### src/rtl/srpi_pkg.sv
// Shared types and constants for the stepper ramp pulse interval block.
// No dependencies; every other file of the block depends on this package.
package srpi_pkg;

  localparam int unsigned PosW   = 32;
  localparam int unsigned TimerW = 16;
  localparam int unsigned IdxW   = 5;
  localparam int unsigned CfgW   = 32;

  // lowest interval ever issued, and the cruise interval after reset
  localparam logic [TimerW-1:0] MinInterval  = 16'd35;
  localparam logic [TimerW-1:0] CruiseResetV = 16'd50;

  typedef enum logic [1:0] {
    OpStep      = 2'd0,
    OpLoadAccel = 2'd1,
    OpLoadDecel = 2'd2,
    OpStart     = 2'd3
  } op_e;

  typedef enum logic [1:0] {
    PhaseAccel  = 2'd0,
    PhaseCruise = 2'd1,
    PhaseDecel  = 2'd2
  } phase_e;

  typedef enum logic [1:0] {
    CfgAccelEnd   = 2'd0,
    CfgDecelStart = 2'd1,
    CfgCruise     = 2'd2
  } cfg_idx_e;

  typedef struct packed {
    op_e               op;
    logic [PosW-1:0]   position;
    logic [TimerW-1:0] timer_now;
    logic [IdxW-1:0]   entry_index;
    logic [15:0]       entry_interval;
    logic [15:0]       entry_length;
  } in_item_t;

  typedef struct packed {
    logic [TimerW-1:0] compare_value;
    logic [15:0]       interval;
    phase_e            phase;
  } out_item_t;

endpackage

### src/rtl/srpi_in_if.sv
// Input channel of the ramp block: valid/ready handshake with an in_item_t payload.
// Depends on srpi_pkg.
interface srpi_in_if;
  logic              valid;
  logic              ready;
  srpi_pkg::in_item_t data;

  modport source (output valid, output data, input ready);
  modport sink   (input valid, input data, output ready);
endinterface

### src/rtl/srpi_out_if.sv
// Result channel of the ramp block: valid/ready handshake with an out_item_t payload.
// Depends on srpi_pkg.
interface srpi_out_if;
  logic               valid;
  logic               ready;
  srpi_pkg::out_item_t data;

  modport source (output valid, output data, input ready);
  modport sink   (input valid, input data, output ready);
endinterface

### src/rtl/stepper_ramp_pulse_interval.sv
// Stepper ramp pulse interval generator: top level, segment tables and walk state.
// Depends on srpi_pkg, srpi_in_if and srpi_out_if.
//
//  channel  | dir | handshake     | payload
//  ---------+-----+---------------+-----------------------------------------------
//  in_i     | in  | valid/ready   | op, position, timer_now, entry_* (in_item_t)
//  out_o    | out | valid/ready   | compare_value, interval, phase (out_item_t)
//  cfg      | in  | cfg_we_i only | cfg_idx_i selects register, cfg_data_i value
//
// One item per cycle unless stalled: an accepted item sits in the input register,
// where a single pass (table read, 32-bit sum add and compare, table read) decides
// it; a step pulse's result is registered and shows on out_o in the next cycle.
// Reset sets up the walk state and config registers; the segment tables keep no
// reset value and must be loaded before a move reads them.
// When out_o stalls with a result waiting, a step pulse in the input register
// holds and in_i.ready drops; loads and start-moves still pass through.
module stepper_ramp_pulse_interval #(
  parameter int unsigned SEGMENTS = 20
) (
  input  logic                         clk_i,
  input  logic                         rst_ni,
  srpi_in_if.sink                      in_i,
  srpi_out_if.source                   out_o,
  input  logic                         cfg_we_i,
  input  logic [1:0]                   cfg_idx_i,
  input  logic [srpi_pkg::CfgW-1:0]    cfg_data_i
);
  import srpi_pkg::*;

  localparam int unsigned SegW = $clog2(SEGMENTS);
  localparam logic [SegW-1:0] LastSeg = SegW'(SEGMENTS - 1);

  // configuration
  logic [PosW-1:0]   accel_end_q, decel_start_q;
  logic [TimerW-1:0] cruise_q;

  // segment tables, split so each array is read at one address
  logic [15:0] accel_ival_q [SEGMENTS];
  logic [15:0] accel_len_q  [SEGMENTS];
  logic [15:0] decel_ival_q [SEGMENTS];
  logic [15:0] decel_len_q  [SEGMENTS];

  // walk state
  logic [SegW-1:0] accel_seg_q, decel_seg_q;
  logic [PosW-1:0] accel_sum_q, decel_sum_q;
  logic            accel_pend_q, decel_pend_q;

  // input register and result register
  logic      s0_valid_q;
  in_item_t  s0_item_q;
  logic      out_valid_q;
  out_item_t out_item_q;

  logic        in_fire, s0_fire, s0_step, s0_load_ok;
  logic [SegW-1:0] load_addr;

  // walk next values
  logic [PosW-1:0] a_sum_d, d_sum_d;
  logic [SegW-1:0] a_seg_d, d_seg_d;
  logic            a_adv, d_adv;
  logic [15:0]     a_ival, d_ival;

  phase_e      phase_d;
  logic [15:0] raw_ival, ival_d;
  out_item_t   out_item_d;

  assign in_fire = in_i.valid && in_i.ready;
  assign s0_step = s0_item_q.op == OpStep;
  // only a step pulse needs room in the result register
  assign s0_fire = s0_valid_q && (!s0_step || !out_valid_q || out_o.ready);
  assign in_i.ready = !s0_valid_q || s0_fire;

  assign out_o.valid = out_valid_q;
  assign out_o.data  = out_item_q;

  // loads past the last segment are dropped
  assign s0_load_ok = 32'(s0_item_q.entry_index) < SEGMENTS;
  assign load_addr  = SegW'(s0_item_q.entry_index);

  // Ramp walk: fold in the current segment's length once, then step to the next
  // segment (saturating at the last) once the position passes the running sum.
  always_comb begin
    a_sum_d = accel_pend_q ? accel_sum_q + PosW'(accel_len_q[accel_seg_q]) : accel_sum_q;
    a_adv   = s0_item_q.position > a_sum_d;
    a_seg_d = (a_adv && accel_seg_q != LastSeg) ? accel_seg_q + SegW'(1) : accel_seg_q;
    a_ival  = accel_ival_q[a_seg_d];

    d_sum_d = decel_pend_q ? decel_sum_q + PosW'(decel_len_q[decel_seg_q]) : decel_sum_q;
    d_adv   = s0_item_q.position > d_sum_d;
    d_seg_d = (d_adv && decel_seg_q != LastSeg) ? decel_seg_q + SegW'(1) : decel_seg_q;
    d_ival  = decel_ival_q[d_seg_d];
  end

  // Phase pick: acceleration wins when the boundaries overlap.
  always_comb begin
    if (s0_item_q.position < accel_end_q) begin
      phase_d  = PhaseAccel;
      raw_ival = a_ival;
    end else if (s0_item_q.position < decel_start_q) begin
      phase_d  = PhaseCruise;
      raw_ival = cruise_q;
    end else begin
      phase_d  = PhaseDecel;
      raw_ival = d_ival;
    end
    ival_d = (raw_ival < MinInterval) ? MinInterval : raw_ival;
    out_item_d.interval      = ival_d;
    out_item_d.compare_value = s0_item_q.timer_now + ival_d;
    out_item_d.phase         = phase_d;
  end

  // control and walk state
  always_ff @(posedge clk_i or negedge rst_ni) begin
    if (!rst_ni) begin
      s0_valid_q    <= 1'b0;
      out_valid_q   <= 1'b0;
      accel_end_q   <= '0;
      decel_start_q <= '0;
      cruise_q      <= CruiseResetV;
      accel_seg_q   <= '0;
      accel_sum_q   <= '0;
      accel_pend_q  <= 1'b1;
      decel_seg_q   <= '0;
      decel_sum_q   <= '0;
      decel_pend_q  <= 1'b1;
    end else begin
      if (in_fire) begin
        s0_valid_q <= 1'b1;
      end else if (s0_fire) begin
        s0_valid_q <= 1'b0;
      end

      if (s0_fire && s0_step) begin
        out_valid_q <= 1'b1;
      end else if (out_o.ready) begin
        out_valid_q <= 1'b0;
      end

      if (cfg_we_i) begin
        case (cfg_idx_i)
          CfgAccelEnd:   accel_end_q   <= cfg_data_i;
          CfgDecelStart: decel_start_q <= cfg_data_i;
          CfgCruise:     cruise_q      <= cfg_data_i[TimerW-1:0];
          default: ;
        endcase
      end

      if (s0_fire) begin
        case (s0_item_q.op)
          OpStart: begin
            accel_seg_q  <= '0;
            accel_sum_q  <= '0;
            accel_pend_q <= 1'b1;
            decel_seg_q  <= '0;
            decel_sum_q  <= decel_start_q;
            decel_pend_q <= 1'b1;
          end
          OpStep: begin
            if (phase_d == PhaseAccel) begin
              accel_seg_q  <= a_seg_d;
              accel_sum_q  <= a_sum_d;
              accel_pend_q <= a_adv;
            end else if (phase_d == PhaseDecel) begin
              decel_seg_q  <= d_seg_d;
              decel_sum_q  <= d_sum_d;
              decel_pend_q <= d_adv;
            end
          end
          default: ;
        endcase
      end
    end
  end

  // payload: input item, result and tables carry no reset
  always_ff @(posedge clk_i) begin
    if (in_fire) begin
      s0_item_q <= in_i.data;
    end
    if (s0_fire && s0_step) begin
      out_item_q <= out_item_d;
    end
    if (s0_fire && s0_load_ok && s0_item_q.op == OpLoadAccel) begin
      accel_ival_q[load_addr] <= s0_item_q.entry_interval;
      accel_len_q[load_addr]  <= s0_item_q.entry_length;
    end
    if (s0_fire && s0_load_ok && s0_item_q.op == OpLoadDecel) begin
      decel_ival_q[load_addr] <= s0_item_q.entry_interval;
      decel_len_q[load_addr]  <= s0_item_q.entry_length;
    end
  end

  // segment indices never run past the table
  a_seg_range: assert property (@(posedge clk_i) disable iff (!rst_ni)
    accel_seg_q <= LastSeg && decel_seg_q <= LastSeg)
    else $error("segment index beyond last segment");

  // a start-move rearms both walks
  a_start_rearm: assert property (@(posedge clk_i) disable iff (!rst_ni)
    (s0_fire && s0_item_q.op == OpStart) |=>
      (accel_pend_q && decel_pend_q && accel_sum_q == '0 && accel_seg_q == '0 &&
       decel_seg_q == '0))
    else $error("start move did not rearm the walk");

  // issued interval respects the clamp
  a_min_ival: assert property (@(posedge clk_i) disable iff (!rst_ni)
    out_valid_q |-> out_item_q.interval >= MinInterval)
    else $error("interval below minimum");

  // input side only stalls behind a waiting result
  a_stall_cause: assert property (@(posedge clk_i) disable iff (!rst_ni)
    !in_i.ready |-> (s0_valid_q && s0_step && out_valid_q && !out_o.ready))
    else $error("input stalled without a waiting result");

  // non-step items never produce a result
  a_no_result: assert property (@(posedge clk_i) disable iff (!rst_ni)
    (s0_fire && !s0_step && (out_o.ready || !out_valid_q)) |=> !out_valid_q)
    else $error("result produced by a non-step item");

endmodule
### src/flat_wrapper.sv
// flat-port wrapper written by rule: the top's interface ports become plain ports
module stepper_ramp_pulse_interval_flat import srpi_pkg::*;
#(
  parameter int unsigned SEGMENTS = 20
)
  (clk_i, rst_ni, cfg_we_i, cfg_idx_i, cfg_data_i, in_i_valid, in_i_data, in_i_ready, out_o_valid, out_o_data, out_o_ready);
  srpi_in_if in_i_i ();
  srpi_out_if out_o_i ();
  input  logic clk_i;
  input  logic rst_ni;
  input  logic cfg_we_i;
  input  logic [1:0] cfg_idx_i;
  input  logic [srpi_pkg::CfgW-1:0] cfg_data_i;
  input wire logic [$bits(in_i_i.valid)-1:0] in_i_valid;
  input wire logic [$bits(in_i_i.data)-1:0] in_i_data;
  output wire logic [$bits(in_i_i.ready)-1:0] in_i_ready;
  output wire logic [$bits(out_o_i.valid)-1:0] out_o_valid;
  output wire logic [$bits(out_o_i.data)-1:0] out_o_data;
  input wire logic [$bits(out_o_i.ready)-1:0] out_o_ready;
  assign in_i_i.valid = in_i_valid;
  assign in_i_i.data = in_i_data;
  assign in_i_ready = in_i_i.ready;
  assign out_o_valid = out_o_i.valid;
  assign out_o_data = out_o_i.data;
  assign out_o_i.ready = out_o_ready;
  stepper_ramp_pulse_interval #(.SEGMENTS(SEGMENTS)) u_core (.clk_i(clk_i), .rst_ni(rst_ni), .in_i(in_i_i), .out_o(out_o_i), .cfg_we_i(cfg_we_i), .cfg_idx_i(cfg_idx_i), .cfg_data_i(cfg_data_i));
endmodule
### config.mk
export PLATFORM = sky130hd
export DESIGN_NAME = stepper_ramp_pulse_interval_flat
export DESIGN_NICKNAME = d
export VERILOG_FILES = /design/src/rtl/srpi_pkg.sv /design/src/rtl/srpi_in_if.sv /design/src/rtl/srpi_out_if.sv /design/src/rtl/stepper_ramp_pulse_interval.sv /design/src/flat_wrapper.sv
export SDC_FILE = /design/constraint.sdc
export NUM_CORES = 2
export LEC_CHECK = 0
export BUFFER_PORTS_ARGS = -buffer_cell sky130_fd_sc_hd__buf_4
export CAP_MARGIN = 0
export CORE_MARGIN = 1
export CORE_UTILIZATION = 46
export DETAILED_ROUTE_END_ITERATION = 10
export GPL_TIMING_DRIVEN = 0
export PLACE_DENSITY = 0.64
export SKIP_CTS_REPAIR_TIMING = 1
export SLEW_MARGIN = 10
export SYNTH_ARGS = -nofsm -noshare
export SYNTH_HDL_FRONTEND = slang
export SYNTH_SLANG_ARGS = --single-unit
export TNS_END_PERCENT = 20
### constraint.sdc
create_clock -name clk_i -period 11.7 [get_ports clk_i]
set_input_delay 1.17 -clock clk_i [delete_from_list [all_inputs] [get_ports clk_i]]
set_output_delay 1.17 -clock clk_i [all_outputs]
set_load 0.05 [all_outputs]
==> flow_metrics.tcl <==
set metrics [dict create \
    nFillCells 11120 \
    seq_area_frac_synth_pct 68.0 \
    max-vdd-ir-drop_uv 122 \
    rows 140 \
    report.final.slew_viol_count 0 \
    post_drt_wl_per_cell_um 30.1 \
    clock_latency_ns 0.81 \
    crit_cells 45 \
    grt_max_degree 102 \
    switching_share_pct 33.6 \
    detailed_place_hpwl_um 135000 \
    first_pass_iters 10 \
    max_stage_delay_ns 0.91 \
    root_buffer "clkbuf_16" \
    path_class "flop to flop" \
    worst_r2r_path_depth 45 \
    start_util_pct 46.4 \
    fp.dieH_um 386 \
    drive_above_1_share_pct 28.4 \
    comb_power_share_pct 36.3 \
    portBuffers 161 \
    crit_fanout 10 \
    clkPwrFrac_pct 27.7 \
    cp_data_arrival_time_ns 12.48 \
    area_delta_synth_final_pct 20.8 \
    crit_path_top_delay_cell "clkbuf_1" \
    design_area_um2 81800 \
    fin_ws_ns -0.263 \
    status "complete, but fails checks" \
    synthCells 4120 \
    hold_viol_final 0 \
    syn_area_um2 67700 \
    fin_setup_tns_ns -0.705 \
    synth_area_per_cell_um2 16.4 \
    cpLargestDelayFamily "compound AO/OA/AOI/OAI gates" \
    setup_viol 4 \
    ys.flop_type "edfxtp_1" \
    drt_wl_total_um 202000 \
    fin_skew_ns 0.0376 \
    cts_tree "yes" \
    io_pins 162 \
    fmax_mhz 83.6 \
    clock-sinks 1559 \
    cp_common_cell "a21oi_2" \
    min_period_ns 11.96 \
    clk_pin_slew_ns 0.06 \
    sequentialPowerShare_pct 35.9 \
    async_flop_share_pct 10.1 \
    die-area_um2 149000 \
    grt_pass1_vias 39744 \
    placed_area_um2 73200 \
    cts_buffer_depth 3 \
    diodes 0 \
    avgViaCountPerCell 6.19 \
    postRouteAntennaNets 0 \
    yosys_register_bits 1559 \
    switchingPower_mw 6.07 \
    p_int_mw 12.0 \
    power-per-cell-area_nw_per_um2 221 \
    die_w_um 386 \
    cellLeakagePower_nw 28.1 \
    failed_checks "negative setup slack" \
    cts_made_buffers 162 \
    core_um2 146000 \
    num_vias 41705 \
    grt_use_total_pct 26.6 \
    drt_iter0_drc 4853 \
    pre_cts_slack_ns -5.25 \
    yosys.cell_types.count 102 \
    drcViolationCount 0 \
    synth_edf_count 1401 \
    worst_hold_slack_ns 0.329 \
    period_share_pct 102 \
    grt_pass1_wl_um 281000 \
    critPathBufInv 7 \
    tightest_slew_ns 1.39 \
    fin_nets 4996 \
    maxCapViolations 0 \
    maxSlewHeadroom_pct 7.18 \
    startpoint_type "flop" \
    rsz0062_at_grt "yes" \
    h-tree-depth 4 \
    critPathCaptureType "flop" \
    grt-ovfl-total 0 \
    worstPathRequired_ns 12.22 \
    ys.warnings.count 0 \
    synth_nets 4428 \
    antenna_found_initial 8 \
    gp_congestion 0.927 \
    worstHoldPathType "primary input to async pin" \
]
-- registers in the layout, summed over array words and instances, names as in the netlist, 32 cells and up --
signal / flops
u_core.decel_sum_q: 32
u_core.accel_end_q: 32
u_core.s0_item_q: 82
u_core.accel_len_q: 320
u_core.accel_sum_q: 32
u_core.out_o.data: 34
u_core.decel_ival_q: 320
u_core.decel_len_q: 320
u_core.decel_start_q: 32
u_core.accel_ival_q: 320
-- power by group through the flow --
stage | Combinational, mW | Sequential, mW | Clock (mW)
6_report | 6.56 | 6.50 | 5.01
3_3_place_gp | 5.30 | 6.64 | 0
5_1_grt | 6.97 | 6.51 | 5.26
4_1_cts | 5.44 | 6.51 | 5.06
2_1_floorplan | 3.62 | 6.61 | 0
3_5_place_dp | 5.41 | 6.62 | 0
-- cell type report --
cell class                      count  area [µm²]  share of cell area, %
Sequential cell                  1559       46000                   56.3
Multi-Input combinational cell   2245       21900                   26.8
Clock inverter                     90         751                  0.918
Clock buffer                      204        4320                   5.28
Buffer                            192        1560                   1.91
Timing Repair Buffer              404        4360                   5.33
Tap cell                         1917        2400                   2.93
Inverter                          124         465                  0.569
-- cells by family after synthesis --
kind of cell	Yosys count	share of synthesized area [%]
fa+ha+maj	182	3.40
xor+xnor	75	0.981
mux	512	13.5
compound gates	657	6.52
simple gates	818	5.65
buf+inv	317	2.00
flops	1559	68.0
-- per-layer routing --
layer	global-route usage (%)	vias up	part of all wire (%)
met5	0	-	0
met2	41.2	2290	46
met1	36.7	21398	40
met4	9.98	0	3.8
li1	-	17623	-
met3	6.19	394	10
-- cell usage after synthesis, drive strengths merged, types with 14 or more instances --
library cell,number,area (µm²)
a2111oi,18,159
a211oi,45,358
a21o,33,248
a21oi,144,732
a221oi,24,210
a311oi,16,140
a31oi,33,206
and2,23,144
and3,30,188
buf,79,463
clkbuf,114,429
dfrtp,153,3830
edfxtp,1401,42100
ha,179,2240
inv,122,458
mux2,86,972
mux2i,118,1190
mux4,308,6970
nand2,340,1280
nand2b,14,87.6
nand3,104,526
nand4,37,238
nor2,139,522
nor2b,17,106
nor3,48,245
o211ai,26,195
o21ai,147,736
o22ai,19,119
or3,16,100
xnor2,53,472
xor2,22,193
-- per-stage QoR --
step	util [%]	total power, mW	std cells
2_1_floorplan	-	10.2	4120
3_3_place_gp	48.9	11.9	6198
3_5_place_dp	50.2	12.0	6265
4_1_cts	53.6	17.0	6559
5_1_grt	56.1	18.7	6735
6_report	56.1	18.1	6735
-- path summary, 6_finish.rpt --
kind	startpoint	endpoint	slack (ns)
worst max-delay path	u_core.accel_seg_q[3]$_DFFE_PN0P_	u_core.out_o.data[33]$_DFFE_PP_	-0.26
worst min-delay path	rst_ni	u_core.accel_sum_q[13]$_DFFE_PN0P_	0.33
worst max register to register	u_core.accel_seg_q[3]$_DFFE_PN0P_	u_core.out_o.data[33]$_DFFE_PP_	-0.26
worst min register to register	u_core.decel_start_q[1]$_DFFE_PN0P_	u_core.decel_start_q[1]$_DFFE_PN0P_	0.51
max in group asynchronous	rst_ni	u_core.decel_seg_q[0]$_DFFE_PN0P_	10.42
min in group clk_i	u_core.decel_start_q[1]$_DFFE_PN0P_	u_core.decel_start_q[1]$_DFFE_PN0P_	0.51
-- placed cells by master, fill, tap and decap left out, types with 37 or more instances in the layout --
cell type	Yosys	layout
mux4_2	300	300
nand3_1	103	99
nor2_1	139	91
nor3_1	47	40
nand2_1	338	332
buf_16	0	37
nor2_4	0	44
a21oi_1	143	118
xnor2_1	52	46
buf_12	3	61
buf_6	6	40
edfxtp_1	1401	1401
mux2i_1	117	115
inv_1	120	118
clkbuf_1	113	110
clkbuf_16	0	168
ha_1	179	173
o21ai_0	140	121
mux2_2	84	80
dfrtp_1	153	151
buf_4	4	323
Power figures use the tool's default switching activity.
